`src/hw/rtl/smle_pkg.sv`:
```
// Shared types and codes for the sorted multimap list engine.
package smle_pkg;

    localparam int MAX_RESULTS = 32;
    localparam int MCNT_W      = 6;

    typedef enum logic [1:0] {
        FN_INSERT     = 2'd0,
        FN_SEARCH     = 2'd1,
        FN_REMOVE     = 2'd2,
        FN_REMOVE_KEY = 2'd3
    } t_func;

    typedef enum logic [1:0] {
        CODE_OK   = 2'd0,
        CODE_NF   = 2'd1,
        CODE_FULL = 2'd2
    } t_code;

    // read address source; every source but RD_NONE/RD_FREE also moves the cursor
    typedef enum logic [2:0] {
        RD_NONE,
        RD_HEAD,
        RD_NEXT,
        RD_SAVED,
        RD_FIRST,
        RD_FREE
    } t_rd;

    typedef enum logic [2:0] {
        WR_NONE,
        WR_POP,
        WR_LINK_N,
        WR_LINK_NB,
        WR_UL_NB,
        WR_UL_FREE,
        WR_UL_FH
    } t_wr;

    typedef enum logic [4:0] {
        ST_IDLE,
        ST_DISPATCH,
        ST_INS_POP,
        ST_WALK_INS,
        ST_INS_LINK,
        ST_INS_NB,
        ST_WALK_RP,
        ST_WALK_FIND,
        ST_COUNT,
        ST_WALK2,
        ST_EMIT2,
        ST_UL1,
        ST_UL2,
        ST_UL3,
        ST_P2_NEXT,
        ST_E_OK,
        ST_E_NF,
        ST_E_FULL
    } t_state;

    typedef struct packed {
        logic  in_rdy;
        t_rd   rd;
        t_wr   wr;
        logic  cap;
        logic  first_ld;
        logic  mcnt_clr;
        logic  mcnt_inc;
        logic  mcnt_dec;
        logic  rep_ld;
        logic  emit;
        t_code code;
        logic  val_sel;
        logic  cnt_rep;
        logic  last;
    } t_cmd;

    typedef struct packed {
        t_func func;
        logic  cur_node;
        logic  key_eq;
        logic  val_eq;
        logic  goes_first;
        logic  free_node;
        logic  mcnt_full;
        logic  mcnt_one;
        logic  out_free;
    } t_sts;

endpackage

```
`src/hw/rtl/smle_ctrl.sv`:
```
// Sequencer for the list engine: walks, linking and result issue.
module smle_ctrl (
    input  logic            i_clk,
    input  logic            i_rst_n,
    input  logic            i_in_valid,
    input  smle_pkg::t_sts  i_sts,
    output smle_pkg::t_cmd  o_cmd
);

    smle_pkg::t_state r_state, n_state;

    always_ff @(posedge i_clk) begin
        if (!i_rst_n) begin
            r_state <= smle_pkg::ST_IDLE;
        end else begin
            r_state <= n_state;
        end
    end

    always_comb begin
        n_state = r_state;
        o_cmd   = '0;
        case (r_state)
            smle_pkg::ST_IDLE: begin
                o_cmd.in_rdy = 1'b1;
                if (i_in_valid) begin
                    n_state = smle_pkg::ST_DISPATCH;
                end
            end
            smle_pkg::ST_DISPATCH: begin
                o_cmd.mcnt_clr = 1'b1;
                case (i_sts.func)
                    smle_pkg::FN_INSERT: begin
                        if (i_sts.free_node) begin
                            o_cmd.rd = smle_pkg::RD_FREE;
                            n_state  = smle_pkg::ST_INS_POP;
                        end else begin
                            n_state = smle_pkg::ST_E_FULL;
                        end
                    end
                    smle_pkg::FN_REMOVE: begin
                        o_cmd.rd = smle_pkg::RD_HEAD;
                        n_state  = smle_pkg::ST_WALK_RP;
                    end
                    default: begin
                        o_cmd.rd = smle_pkg::RD_HEAD;
                        n_state  = smle_pkg::ST_WALK_FIND;
                    end
                endcase
            end
            smle_pkg::ST_INS_POP: begin
                o_cmd.wr = smle_pkg::WR_POP;
                o_cmd.rd = smle_pkg::RD_HEAD;
                n_state  = smle_pkg::ST_WALK_INS;
            end
            smle_pkg::ST_WALK_INS: begin
                if (!i_sts.cur_node) begin
                    n_state = smle_pkg::ST_INS_LINK;
                end else if (i_sts.goes_first) begin
                    o_cmd.cap = 1'b1;
                    n_state   = smle_pkg::ST_INS_LINK;
                end else begin
                    o_cmd.rd = smle_pkg::RD_NEXT;
                end
            end
            smle_pkg::ST_INS_LINK: begin
                o_cmd.wr = smle_pkg::WR_LINK_N;
                n_state  = smle_pkg::ST_INS_NB;
            end
            smle_pkg::ST_INS_NB: begin
                o_cmd.wr = smle_pkg::WR_LINK_NB;
                n_state  = smle_pkg::ST_E_OK;
            end
            smle_pkg::ST_WALK_RP: begin
                if (!i_sts.cur_node) begin
                    n_state = smle_pkg::ST_E_NF;
                end else if (i_sts.key_eq && i_sts.val_eq) begin
                    o_cmd.cap = 1'b1;
                    n_state   = smle_pkg::ST_UL1;
                end else begin
                    o_cmd.rd = smle_pkg::RD_NEXT;
                end
            end
            smle_pkg::ST_WALK_FIND: begin
                if (!i_sts.cur_node) begin
                    n_state = smle_pkg::ST_E_NF;
                end else begin
                    o_cmd.rd = smle_pkg::RD_NEXT;
                    if (i_sts.key_eq) begin
                        o_cmd.first_ld = 1'b1;
                        o_cmd.mcnt_inc = 1'b1;
                        n_state        = smle_pkg::ST_COUNT;
                    end
                end
            end
            smle_pkg::ST_COUNT: begin
                // run of equal keys ends at a mismatch, the tail, or the result cap
                if (!i_sts.cur_node || !i_sts.key_eq || i_sts.mcnt_full) begin
                    o_cmd.rep_ld = 1'b1;
                    o_cmd.rd     = smle_pkg::RD_FIRST;
                    n_state      = smle_pkg::ST_WALK2;
                end else begin
                    o_cmd.mcnt_inc = 1'b1;
                    o_cmd.rd       = smle_pkg::RD_NEXT;
                end
            end
            smle_pkg::ST_WALK2: begin
                o_cmd.cap = 1'b1;
                n_state   = smle_pkg::ST_EMIT2;
            end
            smle_pkg::ST_EMIT2: begin
                if (i_sts.out_free) begin
                    o_cmd.emit    = 1'b1;
                    o_cmd.code    = smle_pkg::CODE_OK;
                    o_cmd.val_sel = 1'b1;
                    o_cmd.cnt_rep = 1'b1;
                    o_cmd.last    = i_sts.mcnt_one;
                    n_state = (i_sts.func == smle_pkg::FN_REMOVE_KEY) ?
                              smle_pkg::ST_UL1 : smle_pkg::ST_P2_NEXT;
                end
            end
            smle_pkg::ST_UL1: begin
                o_cmd.wr = smle_pkg::WR_UL_NB;
                n_state  = smle_pkg::ST_UL2;
            end
            smle_pkg::ST_UL2: begin
                o_cmd.wr = smle_pkg::WR_UL_FREE;
                n_state  = smle_pkg::ST_UL3;
            end
            smle_pkg::ST_UL3: begin
                o_cmd.wr = smle_pkg::WR_UL_FH;
                n_state = (i_sts.func == smle_pkg::FN_REMOVE) ?
                          smle_pkg::ST_E_OK : smle_pkg::ST_P2_NEXT;
            end
            smle_pkg::ST_P2_NEXT: begin
                o_cmd.mcnt_dec = 1'b1;
                if (i_sts.mcnt_one) begin
                    n_state = smle_pkg::ST_IDLE;
                end else begin
                    o_cmd.rd = smle_pkg::RD_SAVED;
                    n_state  = smle_pkg::ST_WALK2;
                end
            end
            smle_pkg::ST_E_OK, smle_pkg::ST_E_NF, smle_pkg::ST_E_FULL: begin
                if (i_sts.out_free) begin
                    o_cmd.emit = 1'b1;
                    o_cmd.last = 1'b1;
                    o_cmd.code = (r_state == smle_pkg::ST_E_OK) ? smle_pkg::CODE_OK :
                                 (r_state == smle_pkg::ST_E_NF) ? smle_pkg::CODE_NF :
                                                                 smle_pkg::CODE_FULL;
                    n_state = smle_pkg::ST_IDLE;
                end
            end
            default: begin
                n_state = smle_pkg::ST_IDLE;
            end
        endcase
    end

endmodule

```
`src/hw/rtl/smle_dp.sv`:
```
// Datapath for the list engine: node memories, list pointers, output register.
module smle_dp #(
    parameter int CAPACITY = 32
) (
    input  logic            i_clk,
    input  logic            i_rst_n,
    input  logic            i_cfg_valid,
    input  logic            i_cfg_data,
    input  logic            i_in_valid,
    input  logic [71:0]     i_in_data,
    input  logic            i_out_ready,
    input  smle_pkg::t_cmd  i_cmd,
    output smle_pkg::t_sts  o_sts,
    output logic            o_out_valid,
    output logic [39:0]     o_out_data,
    output logic            o_out_last
);

    localparam int IW = (CAPACITY > 1) ? $clog2(CAPACITY) : 1;
    localparam int AW = $clog2(CAPACITY + 1);
    localparam logic [AW-1:0] NIL = AW'(CAPACITY);

    logic [31:0]   mem_key   [CAPACITY];
    logic [31:0]   mem_value [CAPACITY];
    logic [AW-1:0] mem_next  [CAPACITY];
    logic [AW-1:0] mem_prev  [CAPACITY];
    logic [CAPACITY-1:0] r_nvld, r_pvld;

    logic [31:0]   q_key, q_value;
    logic [AW-1:0] q_next, q_prev;

    logic          r_order;
    logic [1:0]    r_func;
    logic [31:0]   r_key, r_value, r_val;
    logic [AW-1:0] r_head, r_tail, r_free, r_count, r_rep;
    logic [AW-1:0] r_cur, r_n, r_p, r_q, r_first;
    logic [smle_pkg::MCNT_W-1:0] r_mcnt;
    logic          r_ovalid;
    logic [39:0]   r_odata;
    logic          r_olast;

    logic [AW-1:0] rd_addr, plink;
    logic          rd_en;
    logic          nx_we, pv_we, kv_we;
    logic [AW-1:0] nx_wa, nx_wd, pv_wa, pv_wd;
    logic          out_free;

    function automatic logic is_node(input logic [AW-1:0] x);
        return x < NIL;
    endfunction

    function automatic logic [IW-1:0] idx(input logic [AW-1:0] x);
        return is_node(x) ? IW'(x) : '0;
    endfunction

    always_comb begin
        case (i_cmd.rd)
            smle_pkg::RD_HEAD:  rd_addr = r_head;
            smle_pkg::RD_NEXT:  rd_addr = q_next;
            smle_pkg::RD_SAVED: rd_addr = r_q;
            smle_pkg::RD_FIRST: rd_addr = r_first;
            smle_pkg::RD_FREE:  rd_addr = r_free;
            default:            rd_addr = r_cur;
        endcase
        rd_en = (i_cmd.rd != smle_pkg::RD_NONE);
    end

    assign plink = is_node(r_cur) ? r_p : r_tail;

    // one write per link memory per cycle
    always_comb begin
        nx_we = 1'b0; nx_wa = r_cur; nx_wd = r_cur;
        pv_we = 1'b0; pv_wa = r_cur; pv_wd = r_cur;
        kv_we = 1'b0;
        case (i_cmd.wr)
            smle_pkg::WR_POP: begin
                pv_we = is_node(q_next); pv_wa = q_next; pv_wd = NIL;
            end
            smle_pkg::WR_LINK_N: begin
                kv_we = 1'b1;
                nx_we = 1'b1; nx_wa = r_n; nx_wd = r_cur;
                pv_we = 1'b1; pv_wa = r_n; pv_wd = plink;
            end
            smle_pkg::WR_LINK_NB: begin
                nx_we = is_node(r_p);   nx_wa = r_p;   nx_wd = r_n;
                pv_we = is_node(r_cur); pv_wa = r_cur; pv_wd = r_n;
            end
            smle_pkg::WR_UL_NB: begin
                nx_we = is_node(r_p); nx_wa = r_p; nx_wd = r_q;
                pv_we = is_node(r_q); pv_wa = r_q; pv_wd = r_p;
            end
            smle_pkg::WR_UL_FREE: begin
                nx_we = 1'b1; nx_wa = r_cur; nx_wd = r_free;
                pv_we = 1'b1; pv_wa = r_cur; pv_wd = NIL;
            end
            smle_pkg::WR_UL_FH: begin
                pv_we = is_node(r_free); pv_wa = r_free; pv_wd = r_cur;
            end
            default: begin
            end
        endcase
    end

    always_ff @(posedge i_clk) begin
        if (kv_we) begin
            mem_key[idx(r_n)]   <= r_key;
            mem_value[idx(r_n)] <= r_value;
        end
        if (nx_we) mem_next[idx(nx_wa)] <= nx_wd;
        if (pv_we) mem_prev[idx(pv_wa)] <= pv_wd;
        if (rd_en) begin
            q_key   <= mem_key[idx(rd_addr)];
            q_value <= mem_value[idx(rd_addr)];
            // unwritten links read as the reset free chain
            q_next  <= r_nvld[idx(rd_addr)] ? mem_next[idx(rd_addr)] :
                       AW'(idx(rd_addr)) + AW'(1);
            q_prev  <= r_pvld[idx(rd_addr)] ? mem_prev[idx(rd_addr)] :
                       (idx(rd_addr) == '0) ? NIL : AW'(idx(rd_addr)) - AW'(1);
        end
    end

    always_ff @(posedge i_clk) begin
        if (!i_rst_n) begin
            r_nvld <= '0;
            r_pvld <= '0;
        end else begin
            if (nx_we) r_nvld[idx(nx_wa)] <= 1'b1;
            if (pv_we) r_pvld[idx(pv_wa)] <= 1'b1;
        end
    end

    assign out_free = !r_ovalid || i_out_ready;

    always_ff @(posedge i_clk) begin
        if (!i_rst_n) begin
            r_order  <= 1'b0;
            r_head   <= NIL;
            r_tail   <= NIL;
            r_free   <= '0;
            r_count  <= '0;
            r_ovalid <= 1'b0;
        end else begin
            if (i_cfg_valid) r_order <= i_cfg_data;
            case (i_cmd.wr)
                smle_pkg::WR_POP: r_free <= q_next;
                smle_pkg::WR_LINK_NB: begin
                    if (!is_node(r_p))   r_head <= r_n;
                    if (!is_node(r_cur)) r_tail <= r_n;
                    r_count <= r_count + AW'(1);
                end
                smle_pkg::WR_UL_NB: begin
                    if (!is_node(r_p)) r_head <= r_q;
                    if (!is_node(r_q)) r_tail <= r_p;
                end
                smle_pkg::WR_UL_FH: begin
                    r_free <= r_cur;
                    if (r_count != '0) r_count <= r_count - AW'(1);
                end
                default: begin
                end
            endcase
            if (i_cmd.emit) begin
                r_ovalid <= 1'b1;
            end else if (i_out_ready) begin
                r_ovalid <= 1'b0;
            end
        end
    end

    always_ff @(posedge i_clk) begin
        if (i_cmd.in_rdy && i_in_valid) begin
            r_func  <= i_in_data[1:0];
            r_key   <= i_in_data[33:2];
            r_value <= i_in_data[65:34];
        end
        if (rd_en && i_cmd.rd != smle_pkg::RD_FREE) r_cur <= rd_addr;
        if (i_cmd.wr == smle_pkg::WR_POP) r_n <= r_free;
        if (i_cmd.wr == smle_pkg::WR_LINK_N) r_p <= plink;
        if (i_cmd.cap) begin
            r_p   <= q_prev;
            r_q   <= q_next;
            r_val <= q_value;
        end
        if (i_cmd.first_ld) r_first <= r_cur;
        if (i_cmd.mcnt_clr) begin
            r_mcnt <= '0;
        end else if (i_cmd.mcnt_inc) begin
            r_mcnt <= r_mcnt + 1'b1;
        end else if (i_cmd.mcnt_dec) begin
            r_mcnt <= r_mcnt - 1'b1;
        end
        // remove-key reports the count left after all its deletions
        if (i_cmd.rep_ld) begin
            r_rep <= (r_func == smle_pkg::FN_REMOVE_KEY) ? r_count - AW'(r_mcnt) : r_count;
        end
        if (i_cmd.emit) begin
            r_odata <= {6'(i_cmd.cnt_rep ? r_rep : r_count), i_cmd.code,
                        i_cmd.val_sel ? r_val : 32'd0};
            r_olast <= i_cmd.last;
        end
    end

    always_comb begin
        o_sts.func       = smle_pkg::t_func'(r_func);
        o_sts.cur_node   = is_node(r_cur);
        o_sts.key_eq     = (q_key == r_key);
        o_sts.val_eq     = (q_value == r_value);
        o_sts.goes_first = r_order ? ($signed(r_key) >= $signed(q_key)) :
                                     ($signed(r_key) <= $signed(q_key));
        o_sts.free_node  = is_node(r_free);
        o_sts.mcnt_full  = (r_mcnt == smle_pkg::MCNT_W'(smle_pkg::MAX_RESULTS));
        o_sts.mcnt_one   = (r_mcnt == smle_pkg::MCNT_W'(1));
        o_sts.out_free   = out_free;
    end

    assign o_out_valid = r_ovalid;
    assign o_out_data  = r_odata;
    assign o_out_last  = r_olast;

endmodule

```
`src/hw/rtl/sorted_multimap_list_engine_unit.sv`:
```
// Sorted multimap list engine: top level.
// Keeps up to CAPACITY key/value pairs as a sorted doubly linked list with a
// free list of unused nodes. Input transfers on the s_axis channel carry one
// operation (insert, search, remove pair, remove all of key); results leave
// on the m_axis channel, one or more per operation, tlast on the final one.
// Every result carries the entry count after the whole operation.
// The cfg channel writes the order bit (0 ascending, 1 descending); it is
// always ready. The user must write it only while idle; the block does not check.
// One operation at a time: tready is high only when the sequencer is idle.
// The list walk reads one node per cycle through the node memories. Insert
// walks to its place and links the new node, remove pair walks to the match
// (or to the tail on a miss); search walks p nodes to the run of m equal
// keys, counts it, then walks it again issuing one result per pair, held
// while the receiver stalls; remove-key adds the unlink states UL1, UL2 and
// UL3 for each pair.
// Results pass through an output register; a stalled receiver holds the
// sequencer at its next result but the last result never blocks the next
// input transfer. Reset empties the list at once (link memories carry
// per-entry valid bits), no clearing pass.
module sorted_multimap_list_engine_unit #(
    parameter int CAPACITY = 32
) (
    input  logic        i_clk,
    input  logic        i_rst_n,
    input  logic        i_cfg_valid,
    output logic        o_cfg_ready,
    input  logic        i_cfg_data,      // order_mode
    input  logic        i_s_axis_tvalid,
    output logic        o_s_axis_tready,
    input  logic [71:0] i_s_axis_tdata,  // func[1:0], key[33:2], value[65:34], zero pad
    output logic        o_m_axis_tvalid,
    input  logic        i_m_axis_tready,
    output logic [39:0] o_m_axis_tdata,  // value_out[31:0], status[33:32], entry_count[39:34]
    output logic        o_m_axis_tlast
);

    smle_pkg::t_cmd cmd;
    smle_pkg::t_sts sts;

    assign o_cfg_ready     = 1'b1;
    assign o_s_axis_tready = cmd.in_rdy;

    smle_ctrl u_ctrl (
        .i_clk      (i_clk),
        .i_rst_n    (i_rst_n),
        .i_in_valid (i_s_axis_tvalid),
        .i_sts      (sts),
        .o_cmd      (cmd)
    );

    smle_dp #(
        .CAPACITY (CAPACITY)
    ) u_dp (
        .i_clk       (i_clk),
        .i_rst_n     (i_rst_n),
        .i_cfg_valid (i_cfg_valid),
        .i_cfg_data  (i_cfg_data),
        .i_in_valid  (i_s_axis_tvalid),
        .i_in_data   (i_s_axis_tdata),
        .i_out_ready (i_m_axis_tready),
        .i_cmd       (cmd),
        .o_sts       (sts),
        .o_out_valid (o_m_axis_tvalid),
        .o_out_data  (o_m_axis_tdata),
        .o_out_last  (o_m_axis_tlast)
    );

`ifndef NO_ASSERTIONS
    a_one_op: assert property (@(posedge i_clk) disable iff (!i_rst_n)
        (i_s_axis_tvalid && o_s_axis_tready) |=> !o_s_axis_tready)
        else $error("input taken while an operation is in flight");

    a_emit_free: assert property (@(posedge i_clk) disable iff (!i_rst_n)
        cmd.emit |-> sts.out_free)
        else $error("result issued over a pending result");

    a_pop_free: assert property (@(posedge i_clk) disable iff (!i_rst_n)
        (cmd.wr == smle_pkg::WR_POP) |-> sts.free_node)
        else $error("node taken from an empty free list");

    a_full_count: assert property (@(posedge i_clk) disable iff (!i_rst_n)
        (o_m_axis_tvalid && o_m_axis_tdata[33:32] == smle_pkg::CODE_FULL)
        |-> (o_m_axis_tdata[39:34] == 6'(CAPACITY)))
        else $error("full reported below capacity");
`endif

endmodule

```
`config.mk`:
```
export PLATFORM = sky130hd
export DESIGN_NAME = sorted_multimap_list_engine_unit
export DESIGN_NICKNAME = d
export VERILOG_FILES = /design/src/hw/rtl/smle_pkg.sv /design/src/hw/rtl/smle_ctrl.sv /design/src/hw/rtl/smle_dp.sv /design/src/hw/rtl/sorted_multimap_list_engine_unit.sv
export SDC_FILE = /design/constraint.sdc
export NUM_CORES = 2
export LEC_CHECK = 0
export BUFFER_PORTS_ARGS = -buffer_cell sky130_fd_sc_hd__buf_2
export CAP_MARGIN = 0
export CELL_PAD_IN_SITES_DETAIL_PLACEMENT = 0
export CELL_PAD_IN_SITES_GLOBAL_PLACEMENT = 1
export CORE_ASPECT_RATIO = 0.8
export CORE_MARGIN = 2
export CORE_UTILIZATION = 30
export CTS_CLUSTER_DIAMETER = 30
export DETAILED_ROUTE_END_ITERATION = 8
export PLACE_DENSITY = 0.52
export SKIP_CTS_REPAIR_TIMING = 1
export SYNTH_ARGS = -nofsm -noshare
export SYNTH_HDL_FRONTEND = slang
export SYNTH_SLANG_ARGS = --single-unit
```
`constraint.sdc`:
```
create_clock -name i_clk -period 16.4 [get_ports i_clk]
set_input_delay 3.28 -clock i_clk [delete_from_list [all_inputs] [get_ports i_clk]]
set_output_delay 3.28 -clock i_clk [all_outputs]
set_load 0.005 [all_outputs]
```
# Word-level counts from Yosys, hierarchy flattened
# Memory sizes are Yosys's and may differ from the RTL's. A register that Yosys moved wholly into a read port is not among the register bits.
# Index checks and enable logic that the tools add are counted.
# W data, S select, Z words.
[totals] memories=4 word_cells=229 ram_bits=2432 reg_bits=288 output_inout_bits=44 input_bits=78
[mem_list] name="u_dp.mem_key" words=32 word_bits=32 read_ports=1 rd_ports_with_merged_regs=1 write_ports=1 line="smle_dp.sv:23" text="logic [31:0] mem_key [CAPACITY];"
[mem_list] name="u_dp.mem_value" words=32 word_bits=32 read_ports=1 rd_ports_with_merged_regs=1 write_ports=1 line="smle_dp.sv:24" text="logic [31:0] mem_value [CAPACITY];"
[mem_list] name="u_dp.mem_next" words=32 word_bits=6 read_ports=1 rd_ports_with_merged_regs=0 write_ports=1 line="smle_dp.sv:25" text="logic [AW-1:0] mem_next [CAPACITY];"
[mem_list] name="u_dp.mem_prev" words=32 word_bits=6 read_ports=1 rd_ports_with_merged_regs=0 write_ports=1 line="smle_dp.sv:26" text="logic [AW-1:0] mem_prev [CAPACITY];"
[op_classes] add_sub_neg=7 n_mux=98 n_reduce_logical=30 n_eq_ne=47 magnitude_cmp=16 bitwise=2
[op_table] cell="$mux W6" n=16
[op_table] cell="$pmux W5 S16" n=1
[op_table] cell="$mux W5" n=15
[op_table] cell="$eq A32 B32 Y1" n=2
[op_table] cell="$or A32 B32 Y32" n=2
[op_table] cell="$pmux W6 S2" n=5
[op_table] cell="$lt A6 B6 Y1 const B" n=9
[op_table] cell="$pmux W6 S4" n=2
[op_table] cell="$eq A5 B4 Y1 const B" n=8
[op_table] cell="$ge A32 B32 Y1" n=1
[op_table] cell="$le A32 B32 Y1" n=1
[op_table] cell="$pmux W6 S5" n=1
[op_table] cell="$mux W1" n=29
[op_table] cell="$mux W3" n=7
[op_table] cell="$pmux W3 S7" n=1
[op_table] cell="$eq A5 B3 Y1 const B" n=4
[op_table] cell="$lt A5 B6 Y1 const B" n=3
[op_table] cell="$pmux W3 S6" n=1
[op_table] cell="$pmux W6 S3" n=1
[op_table] cell="$eq A3 B3 Y1 const B" n=5
[op_table] cell="$mux W2" n=7
[op_table] cell="$add A6 B1 Y6 const B" n=2
[op_table] cell="$eq A3 B2 Y1 const B" n=4
[op_table] cell="$ne A3 B3 Y1 const B" n=4
[op_table] cell="other kinds (35)" n=69

# Depth between registers and ports, before layout
[depth] depth_word=13 ltp_mapped=20 mapped_depth_nobuf=16

# Modules after synthesis
# A second synthesis with hierarchy kept.
[unflattened] hier_cells=7512 hier_area_um2=109687.7
[by_module_without_submodules] mod="smle_dp" area_per_inst_um2=108858.2 seq_area_each_um2=82489.1 cells_each=7387 instances=1
[by_module_without_submodules] mod="smle_ctrl" area_per_inst_um2=818.3 seq_area_each_um2=100.1 cells_each=123 instances=1
[by_module_without_submodules] mod="sorted_multimap_list_engine_unit" area_per_inst_um2=11.3 seq_area_each_um2=0.0 cells_each=2 instances=1

# Worst setup path after synthesis
# OpenSTA, ideal clock, no wires.
[synth_timing] path_kind="register to register" startpoint="register u_dp.r_key[27]" endpoint="register u_dp.q_next[1] (data pin)" t_required_ps=16138 slack_ps=10552 path_stages_with_launch=16 period_less_slack_ps=5848 setup_time_ps=262 path_buffers=1 arrival_time_ps=5585 path_cell_list="edfxtp_1 > ha_1 > nand4_1 > nor4_4 > and2_1 > a21oi_1 > or2b_1 > nor3_2 > inv_1 > a31oi_1 > clkbuf_1 > a21oi_1 > a311oi_1 > nand3_1 > o311ai_0 > mux2_1"
[synth_via] elab_chain_cells=13 elab_cells_between_ends=27 cone_classes="add/sub (1); order compare (3); eq/ne (6); mux (12); reduce/logical (4); memory (1)"
[synth_lines] item="from (decl)" line="smle_dp.sv:34" text="logic [31:0] r_key, r_value, r_val;"
[synth_lines] item="from (signal assigned)" line="smle_dp.sv:173" text="r_key <= i_in_data[33:2];"
[synth_lines] item="parallel branches: the longest is 5 deep, another holds $le A32 B32 Y1"
[synth_lines] item="$pmux W3 S7 (*)" line="smle_ctrl.sv:23" text="case (r_state)"
[synth_lines] item="$eq A3 B3 Y1, or another cell as far along" line="smle_dp.sv:57" text="case (i_cmd.rd)"
[synth_lines] item="$pmux W6 S5 (*)" line="smle_dp.sv:57"
[synth_lines] item="$lt A6 B6 Y1" line="smle_dp.sv:49" text="return x < NIL;"
[synth_lines] item="$mux W5 (*)" line="smle_dp.sv:53" text="return is_node(x) ? IW'(x) : '0;"
[synth_lines] item="$bmux W1 S5" line="smle_dp.sv:115" text="q_next <= r_nvld[idx(rd_addr)] ? mem_next[idx(rd_addr)] :"
[synth_lines] item="$mux W1 (implied by the code)" line="smle_dp.sv:115"
[synth_lines] item="$mux W6 (*)" line="smle_dp.sv:115"
[synth_lines] item="to (signal assigned)" line="smle_dp.sv:115"
[synth_lines] item="to (decl)" line="smle_dp.sv:30" text="logic [AW-1:0] q_next, q_prev;"
# Mark *: on every way between the ends. The select of a mux whose other input is x is not followed.
# A chain may end at the register's enable or synchronous reset.

# Worst setup path in the final report
[layout_timing] startpoint="register u_dp.r_key[11]" endpoint="register u_dp.q_key[25], read port of u_dp.mem_key (data pin)"
[layout_via] elab_chain_cells=10 elab_cells_between_ends=23 cone_classes="order compare (3); eq/ne (6); mux (9); reduce/logical (5)"
[layout_lines] item="parallel branches: the longest is 5 deep, another holds $le A32 B32 Y1"
[layout_lines] item="$pmux W3 S7 (*)" line="smle_ctrl.sv:23"
[layout_lines] item="$eq A3 B3 Y1, or another cell as far along" line="smle_dp.sv:57"
[layout_lines] item="$pmux W6 S5" line="smle_dp.sv:57"
[layout_lines] item="$lt A6 B6 Y1" line="smle_dp.sv:49"
[layout_lines] item="$mux W5" line="smle_dp.sv:53"
[layout_lines] item="to (decl)" line="smle_dp.sv:29" text="logic [31:0] q_key, q_value;"
# Mark *: on every way between the ends.

==> reports/summary.txt <==
Avg Cell Area, Syn = 15.6 sq um
CP max stage delay = 1.05 ns
Primary FF master, synth = edfxtp_1
Critical Path Most Common Cell = buf_4
Clk network pwr share = 35.1%
Clock Sinks = 2784
Cell Area, Synth = 0.109 sq mm
R2r startpoint = u_dp.r_key[11]$_DFFE_PP_
Critical Path RT = 16.99 ns
Synth top area share = 73.7%
Final min period = 8.94 ns
Post-route ant nets = 0
Multi-input gate area = 0.0249 sq mm
Fmax = 0.112 GHz
# rows = 198
TritonCTS clock tree = built
Crit-path max FO = 72
Net Switching = 11.8 mW
Vias = 67200
Clock Latency Late Sink = 0.94 ns
Grt ovf = 0
DR iter-0 viols = 6984
Seq cells post-synth = 2784
Worst slew pin tran = 1.27 ns
Worst EP arrival = 9.53 ns
First drt pass iteration count = 6
H-Tree Depth = 6
Final Wtd Congestion = 0.786
R2r worst-path depth = 16
P_int = 18.9 mW
Cell with the most instances after synthesis = edfxtp_1
Die Height = 544 microns
Combinational power share = 35.1%
Final period util = 54.5%
Reg2Reg Setup Slack = 7.46 ns
Sequential Power Share = 29.8%
Total GRT Usage = 19.5%
Share of cells above drive strength 1 = 16.9%
Util after Layout = 36.9%
Met1 GRT Util = 27.3%
Vias in the first global route = 67200
Peak supply drop = 0.319 mV
Critical path endpoint category = flop
LEAKAGE = 46.0 nW
Setup TNS Final = 0 ns
Fin. Hold Viols = 0
Routed WL = 371 mm
Hold Startpoint = u_dp.r_pvld[10]$_SDFFE_PN0P_
Status = finished clean
Nets = 7546
Total CTS buffers = 540
Synth cell types = 99
Starting density of the core = 30.1%
Crit path kind = flop to flop
Syn Nets = 7154
RSZ-0062 raised after global routing = false
Initial antenna violation count = 27
GR peak layer = met2
Slew Limit Headroom = 15.2%
DRC = 0
Worst setup SP type = flop
Post-synthesis sequential area ratio = 75.6%
Die X = 679 microns
Largest cells by area after synthesis = edfxtp_1 74%, mux2i_1 4.4%, o221ai_1 3.5%
Clk root buf = clkbuf_16
First-pass GRT wire length = 515 mm
Met2 GRT Util = 30.4%
Post-synth EDFFs = 2683
CP Launch Point = u_dp.r_key[11]$_DFFE_PP_
Clock tree buffer depth = 4
Slew Viols, Final = 0
Port Buffer Count = 114
HPWL Detailed = 187 mm
Max-Cap Viols = 0
Post-Synthesis Cells = 7026
Syn. warnings = 0
Sequential Area = 0.0826 sq mm
Switching fraction of total power = 38.5%
Number of vias per cell = 5.31
Die Area = 0.369 sq mm
Hold path cells = 1
WL/cell = 29.3 microns
P per Cell Area = 230 mW/mm^2
Largest net degree at the start of global routing = 129
Setup Skew = 0.0610 ns
Io pins = 122
Worst-path cell chain = ha_1 -> nand4_1 -> a2111oi_0 -> o41a_1 -> mux2i_4 -> nor4_2 -> buf_4 -> nand2_1 -> nand2_8 -> buf_4 -> buf_4 -> buf_4 -> o221ai_1 -> and3_1 -> nor4_1 -> a21oi_1
Top cells by count, synth = 2683 x edfxtp_1, 1005 x nand2_1, 475 x mux2i_1
Clock transition at path regs = 0.05 ns
Setup-failing EPs final = 0
Asr flop ratio synth = 0%
Slowest cell on crit path = edfxtp_1
Placeable core area = 0.363 sq mm
Fillers = 34200
Synth-to-layout area growth = 22.5%
Met3 Usage GRT = 4.37%
Cell accounting for the most synthesized area = edfxtp_1
HP Class = flop to flop
-- final cells by class --
class	instances	share of cell area (%)
Sequential cell	2784	61.7
Clock inverter	344	2.57
Multi-Input combinational cell	3704	18.6
Timing Repair Buffer	327	1.73
Inverter	61	0.195
Clock buffer	628	10.7
Tap cell	4800	4.49
Antenna cell	5	0.00935
-- power by group through the flow --
stage	clock network [mW]	logic, mW	registers (mW)
after floorplan	0	6.35	9.23
after global placement	0	10.8	9.28
after detailed placement	0	10.8	9.29
after CTS	10.9	10.8	9.16
after global routing	11.3	11.5	9.20
final	10.8	10.8	9.17
-- through the flow --
step | setup WS [ns] | instance area [sq um] | total power, mW | std cells | hold slack [ns]
after floorplan | 10.55 | 109000 | 15.6 | 7026 | 0.421
after global placement | 7.43 | 116000 | 20.0 | 11700 | 0.442
after detailed placement | 7.34 | 116000 | 20.1 | 11700 | 0.451
after CTS | 7.33 | 134000 | 31.0 | 12600 | 0.461
after global routing | 6.76 | 134000 | 32.0 | 12600 | 0.471
final | 7.46 | 134000 | 30.8 | 12700 | 0.459
-- layer usage --
layer,up-vias,wire [microns]
met3,582,27700
met5,-,42
li1,29000,-
met4,6,9370
met1,35000,167000
met2,2657,167000
-- critical path: cells and delay by family (launching register included) --
family,cells,cell delay (ns)
buf+inv,4,2.47
simple gates,6,2.34
compound gates,4,2.01
flops,1,1.05
fa+ha+maj,1,0.31
mux,1,0.23
-- logic make-up after synthesis --
family                   after synthesis  synth area share [%]
AND/OR/NAND/NOR                     1536                  6.10
multiplexers                         565                  5.37
buffers and inverters                538                  2.07
flip-flops                          2784                  75.6
XOR/XNOR                              55                 0.441
adder cells (fa/ha/maj)               50                 0.586
other                                  1               0.00343
AO/OA/AOI/OAI                       1497                  9.86
-- final timing paths --
check	endpoint
worst max-delay path	u_dp.q_key[25]$_DFFE_PP_
worst max register to register	u_dp.q_key[25]$_DFFE_PP_
worst min-delay path	u_dp.r_pvld[10]$_SDFFE_PN0P_
worst min register to register	u_dp.r_pvld[10]$_SDFFE_PN0P_
-- sequential cells by signal (all words and copies together) (netlist names), 32 cells and up --
register,cells
u_dp.mem_next,192
u_dp.mem_prev,192
u_dp.r_nvld,32
u_dp.r_pvld,32
u_dp.mem_value,1024
u_dp.q_value,32
u_dp.o_out_data,40
u_dp.r_val,32
u_dp.mem_key,1024
u_dp.r_value,32
u_dp.r_key,32
u_dp.q_key,32
-- layout by cell type, fill, tap and decap left out, types with 62 or more instances in the layout --
cell	synthesis	layout
nand2_1	1005	1005
nor4_1	74	73
o221ai_1	432	432
o21a_1	67	67
a21oi_1	267	265
clkbuf_1	302	62
a311oi_1	75	75
mux2i_1	475	475
buf_2	108	113
dfxtp_1	101	101
clkinv_1	1	92
nor2_1	165	130
a31oi_1	301	300
o22ai_1	153	153
mux2_2	78	78
clkbuf_16	0	562
edfxtp_1	2683	2683
clkinv_2	1	87
buf_4	27	203
and3_1	81	80
(Power assumes the default switching activity.)
